## src/hdl/frdr_div_cell.sv

```systemverilog
// One restoring long-division step, registered, passing its partial result on.
`timescale 1ns / 1ps
module frdr_div_cell #(
    parameter int W  = 32,
    parameter int Q  = 30,
    parameter int DW = 32,
    parameter int SW = 1
) (
    input  logic          aclk,
    input  logic          aresetn,
    input  logic          en,
    input  logic          in_valid,
    input  logic [W-1:0]  in_rem,
    input  logic [Q-1:0]  in_low,
    input  logic [DW-1:0] in_div,
    input  logic [SW-1:0] in_side,
    output logic          out_valid,
    output logic [W-1:0]  out_rem,
    output logic [Q-1:0]  out_low,
    output logic [DW-1:0] out_div,
    output logic [SW-1:0] out_side
);

    logic [W:0]    trial;
    logic [W:0]    div_ext;
    logic [W:0]    diff;
    logic          take;
    logic [W-1:0]  rem_next;
    logic [Q-1:0]  low_next;
    logic          valid_reg;
    logic [W-1:0]  rem_reg;
    logic [Q-1:0]  low_reg;
    logic [DW-1:0] div_reg;
    logic [SW-1:0] side_reg;

    // shift in the next dividend bit, subtract when it fits
    assign trial    = {in_rem, in_low[Q-1]};
    assign div_ext  = (W+1)'(in_div);
    assign take     = (trial >= div_ext);
    assign diff     = trial - div_ext;
    assign rem_next = take ? diff[W-1:0] : trial[W-1:0];
    assign low_next = {in_low[Q-2:0], take};

    always_ff @(posedge aclk) begin
        if (!aresetn) begin
            valid_reg <= 1'b0;
        end else if (en) begin
            valid_reg <= in_valid;
        end
    end

    always_ff @(posedge aclk) begin
        if (en) begin
            rem_reg  <= rem_next;
            low_reg  <= low_next;
            div_reg  <= in_div;
            side_reg <= in_side;
        end
    end

    assign out_valid = valid_reg;
    assign out_rem   = rem_reg;
    assign out_low   = low_reg;
    assign out_div   = div_reg;
    assign out_side  = side_reg;

endmodule

```

## config.mk

```make
export PLATFORM = sky130hd
export DESIGN_NAME = frdr_div_cell
export DESIGN_NICKNAME = d
export VERILOG_FILES = /design/src/hdl/frdr_div_cell.sv
export SDC_FILE = /design/constraint.sdc
export NUM_CORES = 1
export LEC_CHECK = 0
export BUFFER_PORTS_ARGS = -buffer_cell sky130_fd_sc_hd__buf_2
export CORE_UTILIZATION = 50
export DETAILED_ROUTE_END_ITERATION = 10
export GPL_TIMING_DRIVEN = 1
export PLACE_DENSITY_LB_ADDON = 0.12
export SYNTH_ARGS = -nofsm -noshare
export SYNTH_HDL_FRONTEND = slang
export SYNTH_SLANG_ARGS = --single-unit
```

## constraint.sdc

```tcl
create_clock -name aclk -period 4.25 [get_ports aclk]
set_input_delay 0.425 -clock aclk [delete_from_list [all_inputs] [get_ports aclk]]
set_output_delay 0.425 -clock aclk [all_outputs]
set_load 0.02 [all_outputs]
```

==> key figures <==
Outcome
  – Status: complete, no violations

CTS
  – # H-tree levels: 3
  – Max Root-Sink Buffers: 2
  – Number of CTS-inserted buffers: 9
  – Clock transition at path regs: 0.10 ns
  – Clk sinks: 96
  – Post-CTS setup buffer count: 0
  – CTS tree: built
  – Skew-Pair Late Insertion Delay: 0.36 ns
  – Post-cts gate resize count: 0
  – Clock root buffer: clkbuf_8
  – Hold Buf Count CTS: 0

Synthesis
  – Yosys warns: 0
  – Predominant post-synthesis flop cell: edfxtp_1
  – Ys async rst share: 0
  – Number of flops mapped to enable cells by yosys: 95
  – Mux cell area share after synthesis: 0.0280
  – Synth Area in XOR/XNOR: 0.0464
  – Yosys top cell by area: edfxtp_1
  – Distinct cells, synth: 48
  – Largest family of logic cells by synthesized area: compound AO/OA/AOI/OAI gates
  – Post-Syn Area: 5100 sq um
  – Gate Count Post-Synth: 441
  – Mapped Avg Cell Area: 11.6 sq um
  – Yosys reg bits: 96
  – Mapped Nets: 573
  – Synth Area in Adders: 0.0825
  – Post-Synth Simple-Gate Area: 0.0901
  – Seq/Total Area, Yosys: 0.564
  – Compound-Gate Fraction of Synth Area: 0.144
  – Top-area cell type share of the netlist area: 0.560
  – Top area cells in the synthesized netlist: edfxtp_1 (56%), ha_1 (7.9%), a21oi_1 (5.3%), inv_1 (2.8%), xnor2_1 (2.7%)

Worst setup path
  – Most frequent CP cell: a21oi_1
  – Biggest cell delay along the critical path: 0.41 ns
  – Worst EP required: 4.36 ns
  – R2R cell count: 2
  – WP buf/inv: 2
  – Cell family with most CP delay: compound AO/OA/AOI/OAI gates
  – CP endpoint kind: register
  – FF-to-FF Start: out_valid$_SDFFE_PN0P_
  – Max FO, Critical Path: 4
  – Critical Path Start Type: primary input
  – Critical path class: in -> reg
  – Crit path max-delay cell type: o311a_1
  – FF-to-FF setup slack: 3.66 ns
  – CP Cell Sequence: buf_2 -> inv_1 -> ha_1 -> fa_1 -> nand2b_1 -> a21oi_1 -> o21ai_0 -> o311a_1 -> a31oi_1 -> a21oi_1 -> o41ai_1 -> xor2_1 -> mux2_1
  – Crit Reg-Reg Endpoint: out_valid$_SDFFE_PN0P_
  – Arrival @ worst endpoint: 3.53 ns

Job
  – Maximum Capacitance Violations: 0

Die
  – Die width: 103 um
  – Initial Utilization: 0.519
  – Num rows: 36
  – Die Height: 103 um
  – Ports: 195
  – Core footprint: 9820 sq um
  – Die area: 10,600 sq um

STA
  – Fin crit period: 3.42 ns
  – Fin crit share: 0.805
  – Final Slew Violations: 0
  – Final Hold Vio Count: 0
  – Worst Skew: 0 ns
  – Hold_ws: 0.231 ns
  – Worst rel slew slack: 0.426
  – RSZ-0062 raised after global routing: false
  – Max frequency: 292 MHz
  – Slew at the pin closest to its max-slew limit: 0.861 ns
  – TNS Setup: 0 ns
  – Setup-failing EPs final: 0

Routing
  – Antenna viol nets, final: 0
  – Pre-Repair DR Iteration Count: 4
  – DR vias: 4,056
  – WL final: 11,600 um
  – Drt wl/cell: 15.1 um
  – 1st-iter DRT viols: 196
  – Drt drc: 0
  – Routed vias/inst: 5.27

Worst hold path
  – Worst Hold Class: in -> reg
  – Hold wc startpoint: in_low[1]
  – Hold Path Sink: out_low[2]$_DFFE_PP_
  – Hold depth: 1

Placement
  – RD Place Congestion: 0.920
  – Post-DP HPWL: 8960 um
  – Port Buffer Count: 194

Global route
  – GR Overflow Total: 0
  – Largest net degree at the start of global routing: 71
  – First-pass GRT wire length: 17,400 um
  – Initial antenna violation count: 1
  – Total GRT Usage: 0.216
  – Vias in the first global route: 3,684

Power
  – Power per cell area: 378 nW/um^2
  – Leak Pwr: 2.87 nW
  – VDD IR max: 0.000187 V

Finish
  – Layout cells sized above 1: 0.352
  – Ant diodes: 0
  – Commonest non-fill, non-tap cell in the layout: buf_2
  – Area delta synth->final: 24.8%
  – Most frequent cells in the layout: buf_2 (193), edfxtp_1 (95), a21oi_1 (54), inv_1 (38), nor2_1 (36)
  – Nets@finish: 764
-- worst reg2reg max path, stage by stage, from the launching register on --
cell	delay, ns
dfxtp_1	0.32
mux2i_1	0.12
nor2b_1	0.06
-- power breakdown --
| part | internal [W] | switching [W] |
|---|---|---|
| clock network | 0.000225 | 0.000339 |
| registers | 0.00116 | 0.0000220 |
| logic | 0.000250 | 0.000406 |
| total | 0.00164 | 0.000767 |
-- sequential cells by signal, summed over array words and instances (netlist names) --
register   count
out_div       32
out_side       1
out_rem       32
out_valid      1
out_low       30
-- cell type report --
type                            count  area, sq um
Clock buffer                        9          124
Clock inverter                      7         62.6
Fill cell                         847         3460
Inverter                           38          143
Multi-Input combinational cell    290         1990
Sequential cell                    96         2870
Tap cell                          133          166
Timing Repair Buffer              197          996
-- stage by stage --
stage / instance area (sq um) / utilization / cells / total power, W / setup WS [ns]
floorplan: 5100 / - / 441 / 0.00164 / 1.05
global placement: 6170 / 0.629 / 754 / 0.00185 / 0.577
detailed placement: 6170 / 0.629 / 754 / 0.00186 / 0.553
CTS: 6360 / 0.648 / 770 / 0.00242 / 0.916
global route: 6360 / 0.648 / 770 / 0.00252 / 0.633
finish: 6360 / 0.648 / 770 / 0.00241 / 0.827
-- cell families after synthesis --
kind of cell,count (synthesis)
buffers and inverters,55
AND/OR/NAND/NOR,99
AO/OA/AOI/OAI,118
adder cells (fa/ha/maj),33
flip-flops,96
XOR/XNOR,27
multiplexers,13
-- routing by layer --
| layer | track usage | part of all wire | routed length [um] | up-vias |
|---|---|---|---|---|
| met5 | 0 | 0.00086 | 10 | - |
| met4 | 0.0867 | 0.017 | 196 | 2 |
| met3 | 0.0522 | 0.085 | 986 | 20 |
| met2 | 0.350 | 0.46 | 5380 | 186 |
| met1 | 0.278 | 0.43 | 5020 | 1838 |
| li1 | - | - | - | 2010 |
-- synth_stat cells, types with 4 or more instances --
cell type / instances
nand2b_1: 4
nand3_1: 8
nor4_1: 4
xnor2_1: 16
a31oi_1: 5
mux2_1: 4
mux2_2: 6
ha_1: 32
o21a_1: 6
nand4_1: 7
edfxtp_1: 95
xor2_1: 11
clkbuf_1: 5
nand2_1: 27
a21o_1: 12
buf_2: 8
a21oi_1: 54
o211ai_1: 4
o21ai_0: 16
nor2_1: 36
inv_1: 38
-- how the worst max path moves through the flow --
stage,from,endpoint,slack (ns),depth (start not counted)
floorplan,in_div[7],out_rem[13]$_DFFE_PP_,1.05,12
global placement,in_low[29],out_rem[30]$_DFFE_PP_,0.58,13
detailed placement,in_low[29],out_rem[30]$_DFFE_PP_,0.55,13
CTS,in_low[29],out_rem[30]$_DFFE_PP_,0.92,13
global route,in_low[29],out_rem[30]$_DFFE_PP_,0.63,13
finish,in_low[29],out_rem[30]$_DFFE_PP_,0.83,13
Note: power is estimated with default switching activity, not from simulation.
