## src/hdl/frdr_sqrt_cell.sv

```systemverilog
// One digit step of the integer square root, registered, passing its state on.
`timescale 1ns / 1ps
module frdr_sqrt_cell #(
    parameter int W     = 32,
    parameter int SHIFT = 30,
    parameter int SW    = 1
) (
    input  logic          aclk,
    input  logic          aresetn,
    input  logic          en,
    input  logic          in_valid,
    input  logic [W-1:0]  in_v,
    input  logic [W-1:0]  in_res,
    input  logic [SW-1:0] in_side,
    output logic          out_valid,
    output logic [W-1:0]  out_v,
    output logic [W-1:0]  out_res,
    output logic [SW-1:0] out_side
);

    localparam logic [W-1:0] BIT = W'(1) << SHIFT;

    logic [W-1:0]  trial;
    logic          take;
    logic [W-1:0]  v_next;
    logic [W-1:0]  res_next;
    logic          valid_reg;
    logic [W-1:0]  v_reg;
    logic [W-1:0]  res_reg;
    logic [SW-1:0] side_reg;

    // try res + bit against what is left of the radicand
    assign trial    = in_res + BIT;
    assign take     = (in_v >= trial);
    assign v_next   = take ? (in_v - trial) : in_v;
    assign res_next = take ? ((in_res >> 1) + BIT) : (in_res >> 1);

    always_ff @(posedge aclk) begin
        if (!aresetn) begin
            valid_reg <= 1'b0;
        end else if (en) begin
            valid_reg <= in_valid;
        end
    end

    always_ff @(posedge aclk) begin
        if (en) begin
            v_reg    <= v_next;
            res_reg  <= res_next;
            side_reg <= in_side;
        end
    end

    assign out_valid = valid_reg;
    assign out_v     = v_reg;
    assign out_res   = res_reg;
    assign out_side  = side_reg;

endmodule

```

## config.mk

```make
export PLATFORM = sky130hd
export DESIGN_NAME = frdr_sqrt_cell
export DESIGN_NICKNAME = d
export VERILOG_FILES = /design/src/hdl/frdr_sqrt_cell.sv
export SDC_FILE = /design/constraint.sdc
export NUM_CORES = 1
export LEC_CHECK = 0
export ABC_AREA = 1
export BUFFER_PORTS_ARGS = -buffer_cell sky130_fd_sc_hd__clkbuf_2
export CORE_MARGIN = 5
export CORE_UTILIZATION = 30
export DETAILED_ROUTE_END_ITERATION = 6
export PLACE_DENSITY = 0.6
export SKIP_CTS_REPAIR_TIMING = 1
export SKIP_LAST_GASP = 1
export SYNTH_ARGS = -nofsm -noshare
export SYNTH_HDL_FRONTEND = slang
export SYNTH_SLANG_ARGS = --single-unit
```

## constraint.sdc

```tcl
create_clock -name aclk -period 2.9 [get_ports aclk]
set_input_delay 0.435 -clock aclk [delete_from_list [all_inputs] [get_ports aclk]]
set_output_delay 0.435 -clock aclk [all_outputs]
set_load 0.03 [all_outputs]
```

==> run_results.csv, run 1 <==
group,metric,value,unit
logic_synthesis,yosysTopAreaCellShare,0.379,
grt,grt_max_degree,68,
logic_synthesis,synth-compound-area-share,0.0289,
clock_network,cts_max_level,3,
die,row_count,47,
logic_synthesis,yosys.area_share.simple,0.346,
route,wl_per_cell,13.4,microns
sta,maxSlewViolCount,0,
power,p_per_area,557,nW/um^2
power,max-vdd-ir-drop,0.000287,V
logic_synthesis,synth_area,5150,sq um
placed_design,placedCellCount,1090,
route,vias,4694,
critical_path,cp-end-kind,"flop",
clock_network,numCtsBuffers,9,
clock_network,cts_sinks,66,
logic_synthesis,synthXorXnorAreaFrac,0.0255,
cells_and_area,mostFrequentLayoutCells,"nand2_1, inv_1, clkbuf_2",
sta,period_needed,2.27,ns
placed_design,port_buffers,134,
clock_network,cts-root-buf,"clkbuf_16",
route,drtAntennaViolNets,0,
grt,grt_pass1_vias,4605,
clock_network,cts_tree,"yes",
cells_and_area,nets,983,
sta,fin_skew,0,ns
logic_synthesis,synth_area_leaders,"edfxtp_1, nand2_1, inv_1",
die,die_area,19900,sq um
logic_synthesis,synth_cell_types,29,
grt,grt_usage,0.152,
sta,relSlewSlack,0.404,
clock_network,clock_latency,0.35,ns
grt,antenna_found_initial,0,
critical_path,timing.rr.end,"out_valid",
logic_synthesis,syn_area_per_cell,6.96,sq um
critical_path,cp.required,3.00,ns
die,io_pins,135,
sta,fmax,440,MHz
cells_and_area,n_fill_cell,1839,
sta,tightest_slew,0.895,ns
clock_network,clk_pin_slew,0.05,ns
sta,setup_viol,0,
sta,period_share,0.784,
logic_synthesis,synth-edff-count,65,
hold_path,holdPathStages,1,
hold_path,min_to,"out_side",
die,chipHeight,141,microns
critical_path,r2r_cells,2,
logic_synthesis,synth_top_family_by_area,"simple AND/OR/NAND/NOR gates",
route,drc_errors,0,
route,wl,14800,microns
die,die_w,141,microns
logic_synthesis,synth_fa_ha_area_frac,0.0817,
cells_and_area,drive_gt1_frac,0.201,
placed_design,dp_hpwl,12000,microns
route,viasPerCell,4.24,
sta,rsz0062_at_grt,"no",
sta,finalHoldViolations,0,
route,drt_iter0_drc,268,
route,drt_first_pass_iters,5,
critical_path,setup.worst_path.class,"input pin to flop",
cells_and_area,syn_to_final_growth,23.8,%
logic_synthesis,synthCells,740,
cells_and_area,layout.cells.non_filler,1106,
logic_synthesis,ys_ff_latch,66,
critical_path,worst-r2r-setup-slack,2.23,ns
placed_design,gp_congestion,0.885,
logic_synthesis,seq_area_frac_synth,0.383,
power,leakage,0.00361,uW
cells_and_area,fin_util,0.381,
grt,grt_first_pass_wirelength,23600,microns
run_status,status,"finished clean",
sta,fin_tns_setup,0,ns
cells_and_area,antennaDiodeCount,0,
logic_synthesis,syn-num-nets,842,
die,core-area,16700,sq um
die,start_util,0.308,
critical_path,critPathMaxFanout,32,
logic_synthesis,async_flop_share,0,
clock_network,clock_path_buffers,2,
hold_path,worstHoldStart,"in_side",
critical_path,start_kind,"input pin",
critical_path,worst_ep_arrival_time,2.37,ns
logic_synthesis,synthFlopType,"edfxtp_1",
flow_run,maxCapViolCount,0,
logic_synthesis,synth_top_area_cell,"edfxtp_1",
hold_path,hold_class,"input pin to flop",
grt,grt-ovfl-total,0,
logic_synthesis,yosys_warnings,0,
critical_path,r2r_start,"out_valid",
logic_synthesis,synthMuxAreaShare,0,
cells_and_area,mostFrequentLayoutCell,"nand2_1",
-- cell usage after synthesis, types with 2 or more instances --
library cell,n
xor2_1,14
inv_2,2
nor2_2,3
a21oi_1,18
nor2_1,40
and2_1,3
o21bai_1,4
o21ai_0,4
nand3_1,42
nand2_1,302
buf_6,5
nor3_1,5
nand4_1,6
edfxtp_1,65
nor2_4,3
inv_1,164
nand3b_1,3
ha_1,32
nand2_2,15
-- area by class of cell --
cell class	instances	area (sq um)	share of cell area
well taps	220	275	0.0432
clock inverters	2	60.1	0.00943
flip-flops and latches	66	1970	0.310
repair buffers	136	688	0.108
inverters	167	629	0.0988
multi-input cells	501	2480	0.390
clock buffers	14	264	0.0414
-- worst max-delay path, cell delays in order --
cell and delay, ns:
clkbuf_2 0.07, inv_1 0.04, ha_1 0.22, fa_1 0.37, inv_1 0.12, nand2_1 0.08
nand2_1 0.07, nand3_1 0.08, nand2_2 0.10, nand2_1 0.08, nand3_2 0.07, nand2_2 0.06
nand2_4 0.17, inv_4 0.21, nand2_1 0.12, nand2_1 0.06
-- metal layers --
layer	global-route usage	wire length, microns	vias to the layer above
met2	0.234	6510	109
li1	-	-	2543
met5	0	0	-
met4	0.0551	146	0
met1	0.209	7100	2033
met3	0.0359	1070	9
-- worst max-delay path by stage --
stage,cells after the start,startpoint,end
CTS,16,in_v[0],out_v[17]
detailed placement,16,in_v[0],out_v[17]
global placement,16,in_v[0],out_v[25]
global route,16,in_v[0],out_v[28]
floorplan,16,in_v[0],out_v[10]
finish,16,in_v[0],out_v[17]
-- power by group --
| group | internal, uW | switching (uW) |
|---|---|---|
| clock network | 800 | 410 |
| logic | 332 | 787 |
| registers | 1190 | 26.6 |
| total | 2330 | 1220 |
-- metrics by stage --
step / hold slack (ns) / area, sq um / power, uW / worst slack, ns
finish: 0.265 / 6370 / 3550 / 0.625
global route: 0.259 / 6370 / 3770 / 0.402
CTS: 0.251 / 6370 / 3610 / 0.617
detailed placement: 0.540 / 6050 / 2370 / 0.253
global placement: 0.521 / 6050 / 2360 / 0.332
floorplan: 0.528 / 5150 / 2030 / 0.675
-- sequential cells by signal, indices dropped and copies added, names as in the netlist --
register / flops
out_res: 32
out_v: 32
out_side: 1
out_valid: 1
-- logic make-up (layout without fill, tap and decap cells) --
kind of cell	count (synthesis)	in the layout
compound gates	27	27
xor+xnor	15	15
fa+ha+maj	33	33
buf+inv	173	319
flops	66	66
simple gates	426	426
No activity file was read; power rests on OpenSTA's default activity.
==> inputs of run 2 (changes only) <==
PLACE_DENSITY = 0.62   (was 0.6)
clock period = 1.84 ns   (was 2.9 ns; I/O delays follow)
==> run 2 against run 1 <==
The flow now finishes with violations (setup timing); power up 70%; setup slack worse by 0.66 ns; first-iteration DRC count up 1.9%; sequential share of layout area down 6.5 points; via count up 13%; wire length up 13%; die area unchanged; register-to-register slack worse by 1.0 ns; final cell count up 11%; flip-flop and latch count unchanged; sequential power up 58%; largest cell class unchanged; largest power group is now combinational cells.
==> run_results.csv, run 2 (same netlist as run 1, synthesis figures left out) <==
group,metric,value,unit
critical_path,cp-end-kind,"flop",
placed_design,placedCellCount,1191,
clock_network,clock_path_buffers,2,
grt,grt_usage,0.155,
clock_network,cts_max_level,3,
critical_path,crit_top_cell,"nand2_2",
sta,fin_skew,0,ns
route,wl,16800,microns
clock_network,clk_pin_slew,0.06,ns
sta,period_share,1.02,
flow_run,maxCapViolCount,0,
cells_and_area,multiInputGateArea,3160,sq um
clock_network,clock_latency,0.34,ns
power,p_per_area,748,nW/um^2
placed_design,dp_hpwl,12600,microns
cells_and_area,syn_to_final_growth,56.5,%
route,routed.top_layer,"met4",
placed_design,gp_congestion,0.894,
critical_path,cpMaxStageDelayCell,"fa_2",
cells_and_area,layout.cells.non_filler,1224,
die,die_area,19900,sq um
grt,antenna_found_initial,0,
cells_and_area,n_fill_cell,1720,
run_status,status,"finished with violations",
route,dr_wl_met2,7870,microns
route,drc_errors,0,
critical_path,path_delay_family,"simple AND/OR/NAND/NOR gates",
critical_path,worst_ep_arrival_time,2.09,ns
sta,period_needed,1.88,ns
route,wl_met3,948,microns
route,viasPerCell,4.34,
power,max-vdd-ir-drop,0.000490,V
die,die_w,141,microns
critical_path,critPathMaxFanout,6,
die,core-area,16700,sq um
route,drt_first_pass_iters,4,
sta,fmax,533,MHz
route,drtAntennaViolNets,0,
die,io_pins,135,
cells_and_area,nets,1101,
clock_network,cts-root-buf,"clkbuf_16",
critical_path,crit_chain,"buf_8 > inv_12 > ha_4 > fa_2 > inv_2 > nand2_2 > nand2_2 > nand3_2 > nand2_2 > nand2_2 > nand3_2 > nand2_4 > nand2_8 > buf_8 > clkbuf_16 > nand3_2 > nand2_1",
power,finalPower,6020,uW
grt,grt_max_degree,68,
die,start_util,0.308,
critical_path,crit_buf_inv,5,
route,drt_iter0_drc,273,
cells_and_area,antennaDiodeCount,0,
route,wl_per_cell,13.7,microns
clock_network,cts_tree,"yes",
grt,grt_first_pass_wirelength,24600,microns
critical_path,cp.required,2.06,ns
cells_and_area,mostFrequentLayoutCell,"nand2_1",
grt,grt_pass1_vias,5087,
route,wl_met1,7750,microns
run_status,violations,"setup timing",
die,chipHeight,141,microns
grt,grt-ovfl-total,0,
critical_path,start_kind,"input pin",
sta,setup_viol,18,
cells_and_area,seqCellArea,1970,sq um
cells_and_area,fin_util,0.482,
cells_and_area,mostFrequentLayoutCells,"nand2_1, inv_1, clkbuf_2",
sta,layout_setup_ws,-0.0361,ns
sta,tightest_slew,0.404,ns
critical_path,cp_slowest_stage_delay,0.33,ns
critical_path,setup.worst_path.class,"input pin to flop",
placed_design,pre_cts_ws,-0.421,ns
sta,rsz0062_at_grt,"yes",
sta,relSlewSlack,0.731,
route,vias,5317,
power,leakage,0.00434,uW
sta,fin_tns_setup,-0.236,ns
placed_design,port_buffers,134,
hold_path,hold_class,"input pin to flop",
clock_network,cts_sinks,66,
cells_and_area,drive_gt1_frac,0.416,
die,row_count,47,
sta,finalHoldViolations,0,
sta,maxSlewViolCount,0,
clock_network,numCtsBuffers,9,
## run 2: cell types whose count changed in the layout (fill, tap and decap cells not counted), sizes merged
| cell | change |
|---|---|
| buf | +118 |
| clkbuf | -3 |
| clkinv | +5 |
| bufinv | -2 |
## run 2: layout make-up
| class | instances | area share |
|---|---|---|
| Clock buffer | 12 | 0.0294 |
| Clock inverter | 4 | 0.00233 |
| Inverter | 167 | 0.0812 |
| Multi-Input combinational cell | 501 | 0.392 |
| Sequential cell | 66 | 0.245 |
| Tap cell | 220 | 0.0342 |
| Timing Repair Buffer | 253 | 0.214 |
| Timing Repair inverter | 1 | 0.00202 |
## run 2: where the power goes
part           switching (uW)  total, uW  internal (uW)  leakage [uW]
logic                    1520       2550           1030       0.00356
registers                46.2       1930           1880      0.000643
clock network             643       1540            900      0.000128
## run 2: layer usage
metal | GRT usage | up-vias
li1 | - | 2781
met1 | 0.211 | 2402
met2 | 0.246 | 118
met3 | 0.0301 | 16
met4 | 0.0581 | 0
met5 | 0 | -
## run 2: path summary, 6_finish.rpt
check        startpoint         to  cells after the start  slack [ns]
max             in_v[0]  out_v[23]                     17       -0.04
max reg2reg   out_valid  out_valid                      2        1.21
min reg2reg   out_valid  out_valid                      2        0.53
min             in_side   out_side                      1        0.11
## run 2: metrics by stage
step | instance area, sq um | hold WS [ns]
finish | 8050 | 0.110
detailed placement | 6860 | 0.460
global placement | 6860 | 0.460
floorplan | 5180 | 0.369
CTS | 7120 | 0.0958
global route | 8050 | 0.105
